### src/design/aetp_pkg.sv
// shared types, character codes and colour tables of the escape parser
package aetp_pkg;

    typedef enum logic [1:0] {
        MODE_NORMAL = 2'd0,
        MODE_ESC    = 2'd1,
        MODE_CSI    = 2'd2,
        MODE_SKIP   = 2'd3
    } mode_t;

    typedef enum logic [1:0] {
        CMD_WRITE  = 2'd0,
        CMD_ERASE  = 2'd1,
        CMD_SCROLL = 2'd2,
        CMD_CURSOR = 2'd3
    } cmd_t;

    typedef enum logic [2:0] {
        CLS_CTRL  = 3'd0,
        CLS_PRINT = 3'd1,
        CLS_DIGIT = 3'd2,
        CLS_SEP   = 3'd3,
        CLS_HIGH  = 3'd4
    } cls_t;

    typedef struct packed {
        logic [7:0] data;
        cls_t       cls;
    } byte_item_t;

    typedef struct packed {
        cmd_t              command;
        logic [7:0]        left_col;
        logic [7:0]        top_row;
        logic [7:0]        right_col;
        logic [7:0]        bottom_row;
        logic signed [8:0] scroll_amount;
        logic [6:0]        glyph;
        logic [23:0]       fg_rgb;
        logic [23:0]       bg_rgb;
        logic [8:0]        text_flags;
        logic              last;
    } result_t;

    localparam int QUEUE_DEPTH = 4;

    localparam logic REG_COLUMNS = 1'b0;
    localparam logic REG_ROWS    = 1'b1;

    localparam logic [7:0] CH_BS    = 8'h08;
    localparam logic [7:0] CH_TAB   = 8'h09;
    localparam logic [7:0] CH_LF    = 8'h0A;
    localparam logic [7:0] CH_VT    = 8'h0B;
    localparam logic [7:0] CH_CR    = 8'h0D;
    localparam logic [7:0] CH_ESC   = 8'h1B;
    localparam logic [7:0] CH_SPACE = 8'h20;
    localparam logic [7:0] CH_ZERO  = 8'h30;
    localparam logic [7:0] CH_NINE  = 8'h39;
    localparam logic [7:0] CH_COLON = 8'h3A;
    localparam logic [7:0] CH_SEMI  = 8'h3B;
    localparam logic [7:0] CH_DEL   = 8'h7F;

    localparam logic [23:0] RGB_WHITE = 24'hFFFFFF;
    localparam logic [23:0] RGB_BLACK = 24'h000000;
    localparam logic [23:0] RGB_GREY  = 24'hAAAAAA;

    function automatic logic [23:0] base16(input logic [3:0] i);
        logic [23:0] c;
        unique case (i)
            4'd0:  c = 24'h000000;
            4'd1:  c = 24'hAA0000;
            4'd2:  c = 24'h00AA00;
            4'd3:  c = 24'hAA5500;
            4'd4:  c = 24'h0000AA;
            4'd5:  c = 24'hAA00AA;
            4'd6:  c = 24'h00AAAA;
            4'd7:  c = 24'hAAAAAA;
            4'd8:  c = 24'h555555;
            4'd9:  c = 24'hFF5555;
            4'd10: c = 24'h55FF55;
            4'd11: c = 24'hFFFF55;
            4'd12: c = 24'h5555FF;
            4'd13: c = 24'hFF55FF;
            4'd14: c = 24'h55FFFF;
            default: c = 24'hFFFFFF;
        endcase
        return c;
    endfunction

    function automatic logic [7:0] cube_level(input logic [2:0] x);
        logic [7:0] v;
        unique case (x)
            3'd0: v = 8'h00;
            3'd1: v = 8'h5F;
            3'd2: v = 8'h87;
            3'd3: v = 8'hAF;
            3'd4: v = 8'hD7;
            default: v = 8'hFF;
        endcase
        return v;
    endfunction

    // 256 colour palette; cube digits by reciprocal multiply (exact for k < 216)
    function automatic logic [23:0] palette(input logic [7:0] i);
        logic [7:0]  k;
        logic [13:0] p1;
        logic [2:0]  q1;
        logic [7:0]  r8;
        logic [5:0]  r36;
        logic [11:0] p2;
        logic [2:0]  q2;
        logic [5:0]  q3w;
        logic [7:0]  g;
        logic [23:0] c;
        k   = i - 8'd16;
        p1  = 14'(k) * 14'd57;
        q1  = p1[13:11];
        r8  = k - 8'(q1) * 8'd36;
        r36 = r8[5:0];
        p2  = 12'(r36) * 12'd43;
        q2  = p2[10:8];
        q3w = r36 - 6'(q2) * 6'd6;
        g   = 8'd8 + 8'd10 * (i - 8'd232);
        if (i < 8'd16) begin
            c = base16(i[3:0]);
        end else if (i < 8'd232) begin
            c = {cube_level(q1), cube_level(q2), cube_level(q3w[2:0])};
        end else begin
            c = {g, g, g};
        end
        return c;
    endfunction

endpackage

### src/design/aetp_fifo.sv
// small first-in first-out queue of register entries
module aetp_fifo
    import aetp_pkg::*;
#(
    parameter int WIDTH = 8,
    parameter int DEPTH = 4
) (
    input  logic             clk,
    input  logic             rst_n,
    input  logic             wr_en,
    input  logic [WIDTH-1:0] wr_data,
    input  logic             rd_en,
    output logic [WIDTH-1:0] rd_data,
    output logic             full,
    output logic             empty
);
    localparam int AW = (DEPTH > 1) ? $clog2(DEPTH) : 1;
    localparam int CW = $clog2(DEPTH + 1);

    logic [WIDTH-1:0] mem_reg [DEPTH];
    logic [AW-1:0]    wr_ptr_reg, wr_ptr_next;
    logic [AW-1:0]    rd_ptr_reg, rd_ptr_next;
    logic [CW-1:0]    count_reg, count_next;
    logic             do_wr, do_rd;

    assign full    = (count_reg == CW'(DEPTH));
    assign empty   = (count_reg == '0);
    assign do_wr   = wr_en && !full;
    assign do_rd   = rd_en && !empty;
    assign rd_data = mem_reg[rd_ptr_reg];

    always_comb
    begin
        wr_ptr_next = wr_ptr_reg;
        rd_ptr_next = rd_ptr_reg;
        count_next  = count_reg;
        if (do_wr)
        begin
            wr_ptr_next = (wr_ptr_reg == AW'(DEPTH - 1)) ? '0 : wr_ptr_reg + 1'b1;
        end
        if (do_rd)
        begin
            rd_ptr_next = (rd_ptr_reg == AW'(DEPTH - 1)) ? '0 : rd_ptr_reg + 1'b1;
        end
        if (do_wr && !do_rd)
        begin
            count_next = count_reg + 1'b1;
        end
        else if (do_rd && !do_wr)
        begin
            count_next = count_reg - 1'b1;
        end
    end

    always_ff @(posedge clk or negedge rst_n)
    begin
        if (!rst_n)
        begin
            wr_ptr_reg <= '0;
            rd_ptr_reg <= '0;
            count_reg  <= '0;
        end
        else
        begin
            wr_ptr_reg <= wr_ptr_next;
            rd_ptr_reg <= rd_ptr_next;
            count_reg  <= count_next;
        end
    end

    always_ff @(posedge clk)
    begin
        if (do_wr)
        begin
            mem_reg[wr_ptr_reg] <= wr_data;
        end
    end

endmodule

### src/design/aetp_front.sv
// input stage: takes bytes and tags each with its character class
module aetp_front
    import aetp_pkg::*;
(
    input  logic       clk,
    input  logic       rst_n,
    input  logic       push,
    input  logic [7:0] in_byte,
    output logic       full,
    input  logic       q_full,
    output logic       q_push,
    output byte_item_t q_item
);
    logic       valid_reg, valid_next;
    byte_item_t stage_reg;
    logic       take;
    cls_t       cls;

    always_comb
    begin
        if (in_byte[7])
        begin
            cls = CLS_HIGH;
        end
        else if (in_byte >= CH_ZERO && in_byte <= CH_NINE)
        begin
            cls = CLS_DIGIT;
        end
        else if (in_byte == CH_SEMI || in_byte == CH_COLON)
        begin
            cls = CLS_SEP;
        end
        else if (in_byte >= CH_SPACE && in_byte != CH_DEL)
        begin
            cls = CLS_PRINT;
        end
        else
        begin
            cls = CLS_CTRL;
        end
    end

    assign q_push = valid_reg && !q_full;
    assign full   = valid_reg && q_full;
    assign take   = push && !full;
    assign q_item = stage_reg;

    always_comb
    begin
        valid_next = valid_reg;
        if (take)
        begin
            valid_next = 1'b1;
        end
        else if (q_push)
        begin
            valid_next = 1'b0;
        end
    end

    always_ff @(posedge clk or negedge rst_n)
    begin
        if (!rst_n)
        begin
            valid_reg <= 1'b0;
        end
        else
        begin
            valid_reg <= valid_next;
        end
    end

    always_ff @(posedge clk)
    begin
        if (take)
        begin
            stage_reg <= '{data: in_byte, cls: cls};
        end
    end

endmodule

### src/design/aetp_back.sv
// execution stage: parser state, cursor, attributes and command generation
module aetp_back
    import aetp_pkg::*;
#(
    parameter int MAX_ARGS = 8,
    parameter int TAB_STOP = 8
) (
    input  logic       clk,
    input  logic       rst_n,
    input  logic       cfg_write,
    input  logic       cfg_index,
    input  logic [7:0] cfg_data,
    input  logic       in_valid,
    input  byte_item_t in_item,
    output logic       in_ready,
    input  logic       out_full,
    output logic       out_push,
    output result_t    out_item
);
    localparam int TW = $clog2(MAX_ARGS + 1);
    localparam int IW = $clog2(MAX_ARGS);
    localparam int NA = 5;
    // reciprocal of the tab width, exact for any 8 bit column
    localparam int TAB_RECIP = (65536 + TAB_STOP - 1) / TAB_STOP;

    localparam logic [7:0] FIN_CUU = 8'h41;
    localparam logic [7:0] FIN_CUD = 8'h42;
    localparam logic [7:0] FIN_CUF = 8'h43;
    localparam logic [7:0] FIN_CUB = 8'h44;
    localparam logic [7:0] FIN_CNL = 8'h45;
    localparam logic [7:0] FIN_CPL = 8'h46;
    localparam logic [7:0] FIN_CHA = 8'h47;
    localparam logic [7:0] FIN_CUP = 8'h48;
    localparam logic [7:0] FIN_HVP = 8'h66;
    localparam logic [7:0] FIN_ED  = 8'h4A;
    localparam logic [7:0] FIN_EL  = 8'h4B;
    localparam logic [7:0] FIN_SU  = 8'h53;
    localparam logic [7:0] FIN_SD  = 8'h54;
    localparam logic [7:0] FIN_SGR = 8'h6D;
    localparam logic [7:0] FIN_SCP = 8'h73;
    localparam logic [7:0] FIN_RCP = 8'h75;

    localparam logic [7:0] ESC_CSI = 8'h5B;
    localparam logic [7:0] ESC_SS2 = 8'h4E;
    localparam logic [7:0] ESC_SS3 = 8'h4F;
    localparam logic [7:0] ESC_DCS = 8'h50;
    localparam logic [7:0] ESC_ST  = 8'h5C;
    localparam logic [7:0] ESC_OSC = 8'h5D;
    localparam logic [7:0] ESC_SOS = 8'h58;
    localparam logic [7:0] ESC_PM  = 8'h5E;
    localparam logic [7:0] ESC_APC = 8'h5F;

    localparam logic [15:0] SGR_RESET     = 16'd0;
    localparam logic [15:0] SGR_BOLD      = 16'd1;
    localparam logic [15:0] SGR_DIM       = 16'd2;
    localparam logic [15:0] SGR_ITALIC    = 16'd3;
    localparam logic [15:0] SGR_UNDER     = 16'd4;
    localparam logic [15:0] SGR_BLINK     = 16'd5;
    localparam logic [15:0] SGR_RBLINK    = 16'd6;
    localparam logic [15:0] SGR_REVERSE   = 16'd7;
    localparam logic [15:0] SGR_HIDE      = 16'd8;
    localparam logic [15:0] SGR_STRIKE    = 16'd9;
    localparam logic [15:0] SGR_NORMAL    = 16'd22;
    localparam logic [15:0] SGR_NOITALIC  = 16'd23;
    localparam logic [15:0] SGR_NOUNDER   = 16'd24;
    localparam logic [15:0] SGR_NOBLINK   = 16'd25;
    localparam logic [15:0] SGR_NOREVERSE = 16'd27;
    localparam logic [15:0] SGR_SHOW      = 16'd28;
    localparam logic [15:0] SGR_NOSTRIKE  = 16'd29;
    localparam logic [15:0] SGR_FG_EXT    = 16'd38;
    localparam logic [15:0] SGR_FG_DEF    = 16'd39;
    localparam logic [15:0] SGR_BG_EXT    = 16'd48;
    localparam logic [15:0] SGR_BG_DEF    = 16'd49;
    localparam logic [15:0] SGR_OVER      = 16'd53;
    localparam logic [15:0] SGR_NOOVER    = 16'd55;
    localparam logic [15:0] SEL_INDEXED   = 16'd5;
    localparam logic [15:0] SEL_DIRECT    = 16'd2;

    localparam logic [8:0] ATTR_BLINK   = 9'h003;
    localparam logic [8:0] ATTR_BOLD    = 9'h004;
    localparam logic [8:0] ATTR_DIM     = 9'h008;
    localparam logic [8:0] ATTR_ITALIC  = 9'h010;
    localparam logic [8:0] ATTR_UNDER   = 9'h020;
    localparam logic [8:0] ATTR_STRIKE  = 9'h040;
    localparam logic [8:0] ATTR_OVER    = 9'h080;
    localparam logic [8:0] ATTR_REVERSE = 9'h100;

    mode_t       mode_reg, mode_next;
    logic [15:0] args_reg [MAX_ARGS];
    logic [15:0] args_next [MAX_ARGS];
    logic [TW-1:0] total_reg, total_next;
    logic        innum_reg, innum_next;
    logic [7:0]  col_reg, col_next, row_reg, row_next;
    logic [7:0]  scol_reg, scol_next, srow_reg, srow_next;
    logic [23:0] fg_reg, fg_next, bg_reg, bg_next;
    logic [8:0]  attr_reg, attr_next;
    logic [7:0]  cols_reg, cols_next, rows_reg, rows_next;
    result_t     pend_reg [3];
    result_t     pend_next [3];
    logic [1:0]  pcnt_reg, pcnt_next, pidx_reg, pidx_next;

    logic        take;
    logic [7:0]  w, h, wm1, hm1;
    logic [7:0]  tot8;
    logic [15:0] argv [NA];
    logic [15:0] n, n1, p1;
    logic [7:0]  pidx;
    logic [23:0] pal;
    logic [24:0] tab_prod;
    logic [8:0]  tab_col;
    logic [IW-1:0] aidx;
    logic [19:0] prod;

    function automatic logic [7:0] clamp_to(input logic [15:0] v, input logic [7:0] lim);
        return (v > 16'(lim)) ? lim : v[7:0];
    endfunction

    function automatic result_t mk(input cmd_t c, input logic [7:0] l, input logic [7:0] t,
                                   input logic [7:0] r, input logic [7:0] b,
                                   input logic signed [8:0] amt, input logic [6:0] g);
        result_t o;
        o               = '0;
        o.command       = c;
        o.left_col      = l;
        o.top_row       = t;
        o.right_col     = r;
        o.bottom_row    = b;
        o.scroll_amount = amt;
        o.glyph         = g;
        return o;
    endfunction

    assign w    = (cols_reg == 8'd0) ? 8'd1 : cols_reg;
    assign h    = (rows_reg == 8'd0) ? 8'd1 : rows_reg;
    assign wm1  = w - 8'd1;
    assign hm1  = h - 8'd1;
    assign tot8 = 8'(total_reg);

    always_comb
    begin
        for (int k = 0; k < NA; k++)
        begin
            argv[k] = '0;
        end
        for (int k = 0; k < MAX_ARGS; k++)
        begin
            if (k < NA && tot8 > 8'(k))
            begin
                argv[3'(k)] = args_reg[k];
            end
        end
    end

    assign n  = (tot8 == 8'd0) ? 16'd1 : argv[0];
    assign n1 = (n == 16'd0) ? 16'd0 : n - 16'd1;
    assign p1 = (tot8 < 8'd2) ? 16'd0 : ((argv[1] == 16'd0) ? 16'd0 : argv[1] - 16'd1);

    // one palette lookup shared by the plain, bright and indexed extended colour forms
    always_comb
    begin
        if (argv[0] >= 16'd30 && argv[0] <= 16'd37)
        begin
            pidx = argv[0][7:0] - 8'd30;
        end
        else if (argv[0] >= 16'd40 && argv[0] <= 16'd47)
        begin
            pidx = argv[0][7:0] - 8'd40;
        end
        else if (argv[0] >= 16'd90 && argv[0] <= 16'd97)
        begin
            pidx = argv[0][7:0] - 8'd82;
        end
        else if (argv[0] >= 16'd100 && argv[0] <= 16'd107)
        begin
            pidx = argv[0][7:0] - 8'd92;
        end
        else
        begin
            pidx = argv[2][7:0];
        end
    end

    assign pal      = palette(pidx);
    assign tab_prod = 25'(col_reg) * 25'(TAB_RECIP);
    assign tab_col  = 9'((32'(tab_prod[24:16]) + 1) * TAB_STOP);
    assign take     = in_valid && in_ready;
    assign out_push = (pidx_reg < pcnt_reg) && !out_full;
    assign out_item = pend_reg[pidx_reg];
    assign in_ready = (pidx_reg == pcnt_reg) || ((pcnt_reg - pidx_reg == 2'd1) && out_push);
    assign aidx     = innum_reg ? IW'(total_reg - 1'b1) : IW'(total_reg);
    assign prod     = 20'(args_reg[aidx]) * 20'd10 + 20'(in_item.data[3:0]);

    always_comb
    begin
        result_t    cmds [3];
        logic [1:0] cnt;
        logic       do_ld;
        logic       ext_ok;
        logic [23:0] ext_rgb;
        logic [7:0] ns;
        logic [7:0] cw;
        logic [7:0] d;

        mode_next  = mode_reg;
        for (int k = 0; k < MAX_ARGS; k++)
        begin
            args_next[k] = args_reg[k];
        end
        total_next = total_reg;
        innum_next = innum_reg;
        col_next   = col_reg;
        row_next   = row_reg;
        scol_next  = scol_reg;
        srow_next  = srow_reg;
        fg_next    = fg_reg;
        bg_next    = bg_reg;
        attr_next  = attr_reg;
        cols_next  = cols_reg;
        rows_next  = rows_reg;
        for (int k = 0; k < 3; k++)
        begin
            cmds[k]      = '0;
            pend_next[k] = pend_reg[k];
        end
        cnt     = 2'd0;
        do_ld   = 1'b0;
        d       = in_item.data;
        ns      = clamp_to(n, h);
        ext_ok  = 1'b0;
        ext_rgb = pal;
        cw      = (cfg_data == 8'd0) ? 8'd1 : cfg_data;

        // extended colour: 38/48 ;5;n or ;2;r;g;b
        if (tot8 >= 8'd2)
        begin
            if (argv[1] == SEL_INDEXED)
            begin
                ext_ok = (tot8 >= 8'd3) && (argv[2] <= 16'd255);
            end
            else if (argv[1] == SEL_DIRECT)
            begin
                ext_ok  = (tot8 >= 8'd5);
                ext_rgb = {argv[2][7:0], argv[3][7:0], argv[4][7:0]};
            end
        end

        pidx_next = pidx_reg;
        pcnt_next = pcnt_reg;
        if (out_push)
        begin
            pidx_next = pidx_reg + 2'd1;
        end

        if (take)
        begin
            unique case (mode_reg)
                MODE_NORMAL:
                begin
                    priority if (in_item.cls == CLS_HIGH)
                    begin
                    end
                    else if (d == CH_BS)
                    begin
                        if (col_reg != 8'd0) col_next = col_reg - 8'd1;
                    end
                    else if (d == CH_TAB)
                    begin
                        if (tab_col >= {1'b0, w})
                        begin
                            do_ld    = 1'b1;
                            col_next = 8'd0;
                        end
                        else
                        begin
                            col_next = tab_col[7:0];
                        end
                    end
                    else if (d == CH_LF)
                    begin
                        col_next = 8'd0;
                        do_ld    = 1'b1;
                    end
                    else if (d == CH_VT)
                    begin
                        do_ld = 1'b1;
                    end
                    else if (d == CH_CR)
                    begin
                        col_next = 8'd0;
                    end
                    else if (d == CH_ESC)
                    begin
                        mode_next = MODE_ESC;
                    end
                    else if (d == CH_DEL)
                    begin
                        if (col_reg != 8'd0)
                        begin
                            col_next  = col_reg - 8'd1;
                            cmds[cnt] = mk(CMD_ERASE, col_reg - 8'd1, row_reg,
                                           col_reg - 8'd1, row_reg, '0, '0);
                            cnt       = cnt + 2'd1;
                        end
                    end
                    else if (in_item.cls != CLS_CTRL)
                    begin
                        cmds[cnt] = mk(CMD_WRITE, col_reg, row_reg, col_reg, row_reg,
                                       '0, d[6:0]);
                        cnt       = cnt + 2'd1;
                        if ({1'b0, col_reg} + 9'd1 >= {1'b0, w})
                        begin
                            col_next = 8'd0;
                            do_ld    = 1'b1;
                        end
                        else
                        begin
                            col_next = col_reg + 8'd1;
                        end
                    end
                    else
                    begin
                    end
                    // line feed at the bottom row scrolls by one
                    if (do_ld)
                    begin
                        if ({1'b0, row_reg} + 9'd1 >= {1'b0, h})
                        begin
                            row_next  = hm1;
                            cmds[cnt] = mk(CMD_SCROLL, 8'd0, 8'd0, wm1, hm1, 9'sd1, '0);
                            cnt       = cnt + 2'd1;
                        end
                        else
                        begin
                            row_next = row_reg + 8'd1;
                        end
                    end
                end
                MODE_ESC:
                begin
                    for (int k = 0; k < MAX_ARGS; k++)
                    begin
                        args_next[k] = '0;
                    end
                    total_next = '0;
                    innum_next = 1'b0;
                    if (d == ESC_CSI)
                    begin
                        mode_next = MODE_CSI;
                    end
                    else if (d == ESC_SS2 || d == ESC_SS3 || d == ESC_DCS || d == ESC_ST ||
                             d == ESC_OSC || d == ESC_SOS || d == ESC_PM || d == ESC_APC)
                    begin
                        mode_next = MODE_SKIP;
                    end
                    else
                    begin
                        mode_next = MODE_NORMAL;
                    end
                end
                MODE_CSI:
                begin
                    if (in_item.cls == CLS_DIGIT)
                    begin
                        // a new argument past the last slot drops its digits
                        if (innum_reg || total_reg < TW'(MAX_ARGS))
                        begin
                            if (!innum_reg)
                            begin
                                total_next = total_reg + 1'b1;
                                innum_next = 1'b1;
                            end
                            args_next[aidx] = (prod > 20'd65535) ? 16'hFFFF : prod[15:0];
                        end
                    end
                    else if (in_item.cls == CLS_SEP)
                    begin
                        innum_next = 1'b0;
                    end
                    else
                    begin
                        mode_next = MODE_NORMAL;
                        if (d == FIN_CUU)
                        begin
                            row_next = row_reg - clamp_to(n, row_reg);
                        end
                        else if (d == FIN_CUD)
                        begin
                            row_next = row_reg + clamp_to(n, hm1 - row_reg);
                        end
                        else if (d == FIN_CUF)
                        begin
                            col_next = col_reg + clamp_to(n, wm1 - col_reg);
                        end
                        else if (d == FIN_CUB)
                        begin
                            col_next = col_reg - clamp_to(n, col_reg);
                        end
                        else if (d == FIN_CNL)
                        begin
                            row_next = row_reg + clamp_to(n, hm1 - row_reg);
                            col_next = 8'd0;
                        end
                        else if (d == FIN_CPL)
                        begin
                            row_next = row_reg - clamp_to(n, row_reg);
                            col_next = 8'd0;
                        end
                        else if (d == FIN_CHA)
                        begin
                            col_next = clamp_to(n1, wm1);
                        end
                        else if (d == FIN_CUP || d == FIN_HVP)
                        begin
                            row_next = clamp_to(n1, hm1);
                            col_next = clamp_to(p1, wm1);
                        end
                        else if (d == FIN_ED)
                        begin
                            if (argv[0] == 16'd0)
                            begin
                                cmds[cnt] = mk(CMD_ERASE, col_reg, row_reg, wm1, row_reg,
                                               '0, '0);
                                cnt       = cnt + 2'd1;
                                if (row_reg < hm1)
                                begin
                                    cmds[cnt] = mk(CMD_ERASE, 8'd0, row_reg + 8'd1, wm1, hm1,
                                                   '0, '0);
                                    cnt       = cnt + 2'd1;
                                end
                            end
                            else if (argv[0] == 16'd1)
                            begin
                                cmds[cnt] = mk(CMD_ERASE, 8'd0, row_reg, col_reg, row_reg,
                                               '0, '0);
                                cnt       = cnt + 2'd1;
                                if (row_reg != 8'd0)
                                begin
                                    cmds[cnt] = mk(CMD_ERASE, 8'd0, 8'd0, wm1, row_reg - 8'd1,
                                                   '0, '0);
                                    cnt       = cnt + 2'd1;
                                end
                            end
                            else if (argv[0] == 16'd2 || argv[0] == 16'd3)
                            begin
                                cmds[cnt] = mk(CMD_ERASE, 8'd0, 8'd0, wm1, hm1, '0, '0);
                                cnt       = cnt + 2'd1;
                            end
                        end
                        else if (d == FIN_EL)
                        begin
                            if (argv[0] == 16'd0)
                            begin
                                cmds[cnt] = mk(CMD_ERASE, col_reg, row_reg, wm1, row_reg,
                                               '0, '0);
                                cnt       = cnt + 2'd1;
                            end
                            else if (argv[0] == 16'd1)
                            begin
                                cmds[cnt] = mk(CMD_ERASE, 8'd0, row_reg, col_reg, row_reg,
                                               '0, '0);
                                cnt       = cnt + 2'd1;
                            end
                            else if (argv[0] == 16'd2)
                            begin
                                cmds[cnt] = mk(CMD_ERASE, 8'd0, row_reg, wm1, row_reg,
                                               '0, '0);
                                cnt       = cnt + 2'd1;
                            end
                        end
                        else if (d == FIN_SU)
                        begin
                            if (ns != 8'd0)
                            begin
                                cmds[cnt] = mk(CMD_SCROLL, 8'd0, 8'd0, wm1, hm1,
                                               $signed({1'b0, ns}), '0);
                                cnt       = cnt + 2'd1;
                            end
                        end
                        else if (d == FIN_SD)
                        begin
                            if (ns != 8'd0)
                            begin
                                cmds[cnt] = mk(CMD_SCROLL, 8'd0, 8'd0, wm1, hm1,
                                               -$signed({1'b0, ns}), '0);
                                cnt       = cnt + 2'd1;
                            end
                        end
                        else if (d == FIN_SGR)
                        begin
                            if ((argv[0] >= 16'd30 && argv[0] <= 16'd37) ||
                                (argv[0] >= 16'd90 && argv[0] <= 16'd97))
                            begin
                                fg_next = pal;
                            end
                            else if ((argv[0] >= 16'd40 && argv[0] <= 16'd47) ||
                                     (argv[0] >= 16'd100 && argv[0] <= 16'd107))
                            begin
                                bg_next = pal;
                            end
                            else
                            begin
                                unique case (argv[0])
                                    SGR_RESET:
                                    begin
                                        bg_next   = RGB_BLACK;
                                        fg_next   = RGB_WHITE;
                                        attr_next = '0;
                                    end
                                    SGR_BOLD:      attr_next = attr_reg | ATTR_BOLD;
                                    SGR_DIM:       attr_next = attr_reg | ATTR_DIM;
                                    SGR_ITALIC:    attr_next = attr_reg | ATTR_ITALIC;
                                    SGR_UNDER:     attr_next = attr_reg | ATTR_UNDER;
                                    SGR_BLINK:     attr_next = (attr_reg & ~ATTR_BLINK) | 9'd1;
                                    SGR_RBLINK:    attr_next = (attr_reg & ~ATTR_BLINK) | 9'd2;
                                    SGR_REVERSE:   attr_next = attr_reg | ATTR_REVERSE;
                                    SGR_HIDE:      attr_next = attr_reg | ATTR_BLINK;
                                    SGR_STRIKE:    attr_next = attr_reg | ATTR_STRIKE;
                                    SGR_NORMAL:    attr_next = attr_reg & ~(ATTR_BOLD | ATTR_DIM);
                                    SGR_NOITALIC:  attr_next = attr_reg & ~ATTR_ITALIC;
                                    SGR_NOUNDER:   attr_next = attr_reg & ~ATTR_UNDER;
                                    SGR_NOBLINK,
                                    SGR_SHOW:      attr_next = attr_reg & ~ATTR_BLINK;
                                    SGR_NOREVERSE: attr_next = attr_reg & ~ATTR_REVERSE;
                                    SGR_NOSTRIKE:  attr_next = attr_reg & ~ATTR_STRIKE;
                                    SGR_FG_EXT:    if (ext_ok) fg_next = ext_rgb;
                                    SGR_FG_DEF:    fg_next = RGB_GREY;
                                    SGR_BG_EXT:    if (ext_ok) bg_next = ext_rgb;
                                    SGR_BG_DEF:    bg_next = RGB_BLACK;
                                    SGR_OVER:      attr_next = attr_reg | ATTR_OVER;
                                    SGR_NOOVER:    attr_next = attr_reg & ~ATTR_OVER;
                                    default:
                                    begin
                                    end
                                endcase
                            end
                        end
                        else if (d == FIN_SCP)
                        begin
                            scol_next = col_reg;
                            srow_next = row_reg;
                        end
                        else if (d == FIN_RCP)
                        begin
                            col_next = clamp_to(16'(scol_reg), wm1);
                            row_next = clamp_to(16'(srow_reg), hm1);
                        end
                    end
                end
                MODE_SKIP:
                begin
                    mode_next = MODE_NORMAL;
                end
                default:
                begin
                    mode_next = MODE_NORMAL;
                end
            endcase

            if (col_next != col_reg || row_next != row_reg)
            begin
                cmds[cnt] = mk(CMD_CURSOR, col_next, row_next, col_next, row_next, '0, '0);
                cnt       = cnt + 2'd1;
            end

            for (int k = 0; k < 3; k++)
            begin
                cmds[k].fg_rgb     = fg_reg;
                cmds[k].bg_rgb     = bg_reg;
                cmds[k].text_flags = attr_reg;
                cmds[k].last       = (cnt != 2'd0) && (2'(k) == cnt - 2'd1);
                pend_next[k]       = cmds[k];
            end
            pcnt_next = cnt;
            pidx_next = 2'd0;
        end

        // user keeps size writes to idle (unenforced); cursor pulled into new screen
        if (cfg_write)
        begin
            if (cfg_index == REG_COLUMNS)
            begin
                cols_next = cfg_data;
                col_next  = clamp_to(16'(col_reg), cw - 8'd1);
            end
            else
            begin
                rows_next = cfg_data;
                row_next  = clamp_to(16'(row_reg), cw - 8'd1);
            end
        end
    end

    always_ff @(posedge clk or negedge rst_n)
    begin
        if (!rst_n)
        begin
            mode_reg  <= MODE_NORMAL;
            for (int k = 0; k < MAX_ARGS; k++)
            begin
                args_reg[k] <= '0;
            end
            total_reg <= '0;
            innum_reg <= 1'b0;
            col_reg   <= '0;
            row_reg   <= '0;
            scol_reg  <= '0;
            srow_reg  <= '0;
            fg_reg    <= RGB_WHITE;
            bg_reg    <= RGB_BLACK;
            attr_reg  <= '0;
            cols_reg  <= 8'd80;
            rows_reg  <= 8'd25;
            pcnt_reg  <= '0;
            pidx_reg  <= '0;
        end
        else
        begin
            mode_reg  <= mode_next;
            for (int k = 0; k < MAX_ARGS; k++)
            begin
                args_reg[k] <= args_next[k];
            end
            total_reg <= total_next;
            innum_reg <= innum_next;
            col_reg   <= col_next;
            row_reg   <= row_next;
            scol_reg  <= scol_next;
            srow_reg  <= srow_next;
            fg_reg    <= fg_next;
            bg_reg    <= bg_next;
            attr_reg  <= attr_next;
            cols_reg  <= cols_next;
            rows_reg  <= rows_next;
            pcnt_reg  <= pcnt_next;
            pidx_reg  <= pidx_next;
        end
    end

    always_ff @(posedge clk)
    begin
        for (int k = 0; k < 3; k++)
        begin
            pend_reg[k] <= pend_next[k];
        end
    end

endmodule

### src/design/ansi_escape_terminal_parser_core.sv
// Terminal escape sequence parser driving an external character grid.
// Input channel: one terminal byte per item on in_byte, taken on push while
// full is low. Result channel: grid commands (write cell, erase rectangle,
// scroll rectangle, cursor moved) shown while empty is low, taken on pop.
// Each byte yields zero to three commands; last marks the final one.
// Configuration: cfg_write with cfg_index 0 sets columns, 1 sets rows; the
// cursor is clamped into the new size. Write only while the block is idle.
// Path: a front register that classifies the byte, a four entry byte queue,
// the execution stage that updates state and builds the byte's commands,
// and a four entry result queue. A byte passes the front register, the
// byte queue, the execution stage's command registers and the result queue
// before its first command is shown. The execution stage hands a byte's
// commands to the result queue one per cycle while that queue is not full.
// When pop stays low the result queue fills, the execution stage holds,
// the byte queue fills and full rises; no item is lost.
// Reset clears parser state, cursor and attributes, sets the screen to
// 80 by 25 and empties both queues.
module ansi_escape_terminal_parser_core
    import aetp_pkg::*;
#(
    parameter int MAX_ARGS = 8,
    parameter int TAB_STOP = 8
) (
    input  logic              clk,
    input  logic              rst_n,
    input  logic              cfg_write,
    input  logic              cfg_index,
    input  logic [7:0]        cfg_data,
    input  logic              push,
    output logic              full,
    input  logic [7:0]        in_byte,
    output logic              empty,
    input  logic              pop,
    output logic [1:0]        command,
    output logic [7:0]        left_col,
    output logic [7:0]        top_row,
    output logic [7:0]        right_col,
    output logic [7:0]        bottom_row,
    output logic signed [8:0] scroll_amount,
    output logic [6:0]        glyph,
    output logic [23:0]       fg_rgb,
    output logic [23:0]       bg_rgb,
    output logic [8:0]        text_flags,
    output logic              last
);
    byte_item_t fq_in, fq_out;
    logic       fq_push, fq_full, fq_empty, fq_pop;
    result_t    rq_in, rq_out;
    logic       rq_push, rq_full;

    aetp_front u_front (
        .clk     (clk),
        .rst_n   (rst_n),
        .push    (push),
        .in_byte (in_byte),
        .full    (full),
        .q_full  (fq_full),
        .q_push  (fq_push),
        .q_item  (fq_in)
    );

    aetp_fifo #(.WIDTH($bits(byte_item_t)), .DEPTH(QUEUE_DEPTH)) u_byte_q (
        .clk     (clk),
        .rst_n   (rst_n),
        .wr_en   (fq_push),
        .wr_data (fq_in),
        .rd_en   (fq_pop),
        .rd_data (fq_out),
        .full    (fq_full),
        .empty   (fq_empty)
    );

    aetp_back #(.MAX_ARGS(MAX_ARGS), .TAB_STOP(TAB_STOP)) u_back (
        .clk       (clk),
        .rst_n     (rst_n),
        .cfg_write (cfg_write),
        .cfg_index (cfg_index),
        .cfg_data  (cfg_data),
        .in_valid  (!fq_empty),
        .in_item   (fq_out),
        .in_ready  (fq_pop),
        .out_full  (rq_full),
        .out_push  (rq_push),
        .out_item  (rq_in)
    );

    aetp_fifo #(.WIDTH($bits(result_t)), .DEPTH(QUEUE_DEPTH)) u_result_q (
        .clk     (clk),
        .rst_n   (rst_n),
        .wr_en   (rq_push),
        .wr_data (rq_in),
        .rd_en   (pop),
        .rd_data (rq_out),
        .full    (rq_full),
        .empty   (empty)
    );

    assign command       = rq_out.command;
    assign left_col      = rq_out.left_col;
    assign top_row       = rq_out.top_row;
    assign right_col     = rq_out.right_col;
    assign bottom_row    = rq_out.bottom_row;
    assign scroll_amount = rq_out.scroll_amount;
    assign glyph         = rq_out.glyph;
    assign fg_rgb        = rq_out.fg_rgb;
    assign bg_rgb        = rq_out.bg_rgb;
    assign text_flags    = rq_out.text_flags;
    assign last          = rq_out.last;

endmodule

### config.mk
export PLATFORM = sky130hd
export DESIGN_NAME = ansi_escape_terminal_parser_core
export DESIGN_NICKNAME = d
export VERILOG_FILES = /design/src/design/aetp_pkg.sv /design/src/design/aetp_fifo.sv /design/src/design/aetp_front.sv /design/src/design/aetp_back.sv /design/src/design/ansi_escape_terminal_parser_core.sv
export SDC_FILE = /design/constraint.sdc
export NUM_CORES = 2
export LEC_CHECK = 0
export BUFFER_PORTS_ARGS = -buffer_cell sky130_fd_sc_hd__buf_2
export CORE_MARGIN = 4
export CORE_UTILIZATION = 32
export CTS_BUF_LIST = sky130_fd_sc_hd__clkbuf_16
export DETAILED_ROUTE_END_ITERATION = 10
export PLACE_DENSITY_LB_ADDON = 0.12
export REMOVE_ABC_BUFFERS = 1
export SLEW_MARGIN = 20
export SYNTH_ARGS = -nofsm -noshare
export SYNTH_HDL_FRONTEND = slang
export SYNTH_HIERARCHICAL = 1
export SYNTH_SLANG_ARGS = --single-unit
### constraint.sdc
create_clock -name clk -period 14 [get_ports clk]
set_clock_uncertainty 0.1 [all_clocks]
set_input_delay 0.7 -clock clk [delete_from_list [all_inputs] [get_ports clk]]
set_output_delay 0.7 -clock clk [all_outputs]
set_load 0.03 [all_outputs]
==> flow_summary.json <==
{
  "num_vias": 40200,
  "clk_latency_ns": 0.76,
  "fin_area_um2": 59900,
  "synth-seq-area-share_pct": 48.9,
  "synthSimpleGateAreaFrac_pct": 12.3,
  "drive_above_1_share_pct": 15.0,
  "clock_tree.buffer_depth": 3,
  "synth_cells": 4799,
  "path_class": "reg2reg",
  "status": "completed",
  "ant_nets": 0,
  "ioPinCount": 132,
  "synth_compound_area_share_pct": 15.8,
  "drv_slew": 0,
  "p_leak_nw": 23.1,
  "drcViolationCount": 0,
  "grt.total_usage_pct": 20.9,
  "hold_viol_final": 0,
  "first_global_vias": 39400,
  "synth_edf_count": 649,
  "rows": 149,
  "rsz0062_at_grt": "false",
  "critical_path.max_stage_delay_ns": 0.58,
  "dieArea_um2": 173000,
  "cts_htree_levels": 3,
  "first_pass_iters": 6,
  "arrival_ns": 13.63,
  "largest_reg_flops": 432,
  "power.total_mw": 14.9,
  "clk_pin_slew_ns": 0.06,
  "crit_path_start_kind": "flop",
  "setup_violations": 0,
  "required_ns": 14.50,
  "syn_area_um2": 53200,
  "max_freq_mhz": 76.2,
  "cp_max_fo": 16,
  "nets": 5251,
  "period_share_pct": 93.8,
  "num_antenna_cells": 0,
  "tritoncts": "built",
  "tightest_slew_ns": 1.11,
  "endpoint_kind": "flop",
  "core_area_um2": 165000,
  "numPortBuffers": 131,
  "crit_path_frequent_cell": "ha_1",
  "synth.area.mux_share_pct": 8.29,
  "drv_cap": 0,
  "layout_min_cycle_time_ns": 13.13,
  "die_w_um": 416,
  "max-slew-margin-rel_pct": 26.2,
  "ctsRootBufferMaster": "clkbuf_16",
  "antenna_found_initial": 2,
  "cpMaxStageDelayCell": "a2111o_1",
  "synth_top_family_by_area": "compound AO/OA/AOI/OAI gates",
  "p_per_area_nw_per_um2": 249,
  "wl_um": 184000,
  "gp_congestion": 0.961,
  "critical_path.top_delay_family": "adder cells",
  "fin_tns_setup_ns": 0,
  "hold_class": "in2reg",
  "yosysWarnings": 6,
  "clock_sinks": 908,
  "ir_drop_v": 0.000223,
  "synth_xor_area_share_pct": 2.45,
  "worst-path-buf-inv": 11,
  "synth-async-reset-ratio_pct": 28.5,
  "grt_pass1_wl_um": 274000,
  "ys_seq_elements": 908,
  "place.detailed.hpwl_um": 135000,
  "grt_max_degree": 146,
  "start_util_pct": 32.2,
  "syn_area_per_cell_um2": 11.1,
  "synth_fa_ha_area_share_pct": 8.27,
  "drtIter0Drc": 3847,
  "routed_via_density": 5.60,
  "cts_buffers": 101,
  "dominantRegCellSynth": "edfxtp_1",
  "die_h_um": 416,
  "grt_overflow_total": 0,
  "syn_to_final_growth_pct": 12.5,
  "synth_cell_type_count": 123,
  "placed_area_um2": 56400,
  "wl_per_cell_um": 25.7
}
-- kinds of logic after synthesis --
group,count (synthesis)
buffers and inverters,467
xor gates and xnor gates,148
DFF,908
AOI/OAI and AO/OA,1298
muxes,285
and+or+nand+nor,1354
adders and majority gates,339
-- cell usage after synthesis (all sizes together) (37+ instances only) --
cell type	count	share of area (%)
mux2	47	1.0
a21o	56	0.79
nor2b	52	0.64
nand2	461	3.3
nor3	104	1.0
a22oi	53	0.75
dfrtp	230	11
xnor2	95	1.6
o22ai	41	0.48
edfxtp	649	37
o21ai	369	3.5
mux2i	119	2.2
nor2	312	2.2
nand3	112	1.1
a21oi	305	2.9
buf	127	1.6
nand4	41	0.49
a31oi	61	0.73
xor2	53	0.89
nand2b	41	0.49
mux4	119	5.0
ha	314	7.4
o31ai	37	0.57
inv	176	1.2
clkbuf	157	1.1
a211oi	58	0.87
and3	37	0.43
and2	44	0.52
-- placed cells by master (no fill, tap or decap), types with 44 or more instances in the layout --
cell type	n
dfrtp_1	226
clkbuf_16	102
edfxtp_1	649
a211oi_1	44
buf_4	142
buf_2	130
o21ai_0	350
ha_1	313
a22oi_1	53
a31oi_1	59
nor3_1	99
nor2b_1	48
mux4_2	119
mux2i_1	119
xnor2_1	93
nand2_1	458
nand3_1	112
inv_1	192
nor2_1	310
xor2_1	51
a21o_1	56
a21oi_1	300
-- worst reg2reg max path, delay by kind of cell (launching register included) --
| family | cells | cell delay [ns] |
|---|---|---|
| compound gates | 19 | 3.95 |
| xor+xnor | 2 | 0.39 |
| fa+ha+maj | 13 | 4.52 |
| buf+inv | 11 | 1.36 |
| flops | 1 | 0.54 |
| mux | 1 | 0.31 |
| simple gates | 6 | 1.78 |
-- cell type report --
cell class | instances | area [um2]
fillers | 16500 | 105000
flip-flops and latches | 908 | 26000
multi-input cells | 3424 | 25300
well taps | 2189 | 2740
clock buffers | 102 | 2550
repair buffers | 275 | 1760
clock inverters | 90 | 837
inverters | 183 | 696
-- layer usage --
metal	routed length (um)	share of wire (%)	vias up	GRT usage [%]
li1	-	-	18400	-
met1	86600	47	20100	30.7
met2	80100	43	1401	31.4
met3	12000	6.5	305	3.23
met4	5800	3.1	0	6.69
met5	0	0	-	0
-- final timing paths --
path | from | endpoint | slack [ns] | cells after the start
min | in_byte[0] | u_front/q_item[3] | 0.08 | 1
min reg2reg | u_back/bg_reg[23] | u_back/pend_reg[0][33] | 0.35 | 0
max reg2reg | u_back/total_reg[0] | u_back/bg_reg[10] | 0.87 | 52
max in group asynchronous | rst_n | u_back/rows_reg[7] | 11.92 | 3
max | u_back/total_reg[0] | u_back/bg_reg[10] | 0.87 | 52
min in group asynchronous | rst_n | u_back/bg_reg[23] | 0.47 | 2
-- stage by stage --
step | instances | hold slack, ns | setup slack [ns] | util (%)
after CTS | 7169 | 0.00871 | 0.121 | 36.2
after global routing | 7171 | 0.0551 | 0.0546 | 36.3
after detailed placement | 6976 | 0.339 | 0.191 | 34.2
after floorplan | 4515 | 0.304 | 1.41 | -
after global placement | 6976 | 0.333 | 0.306 | 34.2
final | 7171 | 0.0766 | 0.870 | 36.3
-- power breakdown --
| part | switching (mW) | total (mW) | leakage [nW] | internal (mW) |
|---|---|---|---|---|
| Combinational | 5.15 | 7.44 | 11.9 | 2.30 |
| Sequential | 0.365 | 4.78 | 9.51 | 4.41 |
| Clock | 1.14 | 2.67 | 1.75 | 1.53 |
| Total | 6.65 | 14.9 | 23.1 | 8.24 |
-- timing repair --
item,4_1_cts,5_1_grt
hold buffers,1,0
setup endpoints to repair,0,32
endpoints found under the hold margin,45,0
buffers inserted,0,2
gates resized for setup,0,10
(Power assumes the default switching activity.)
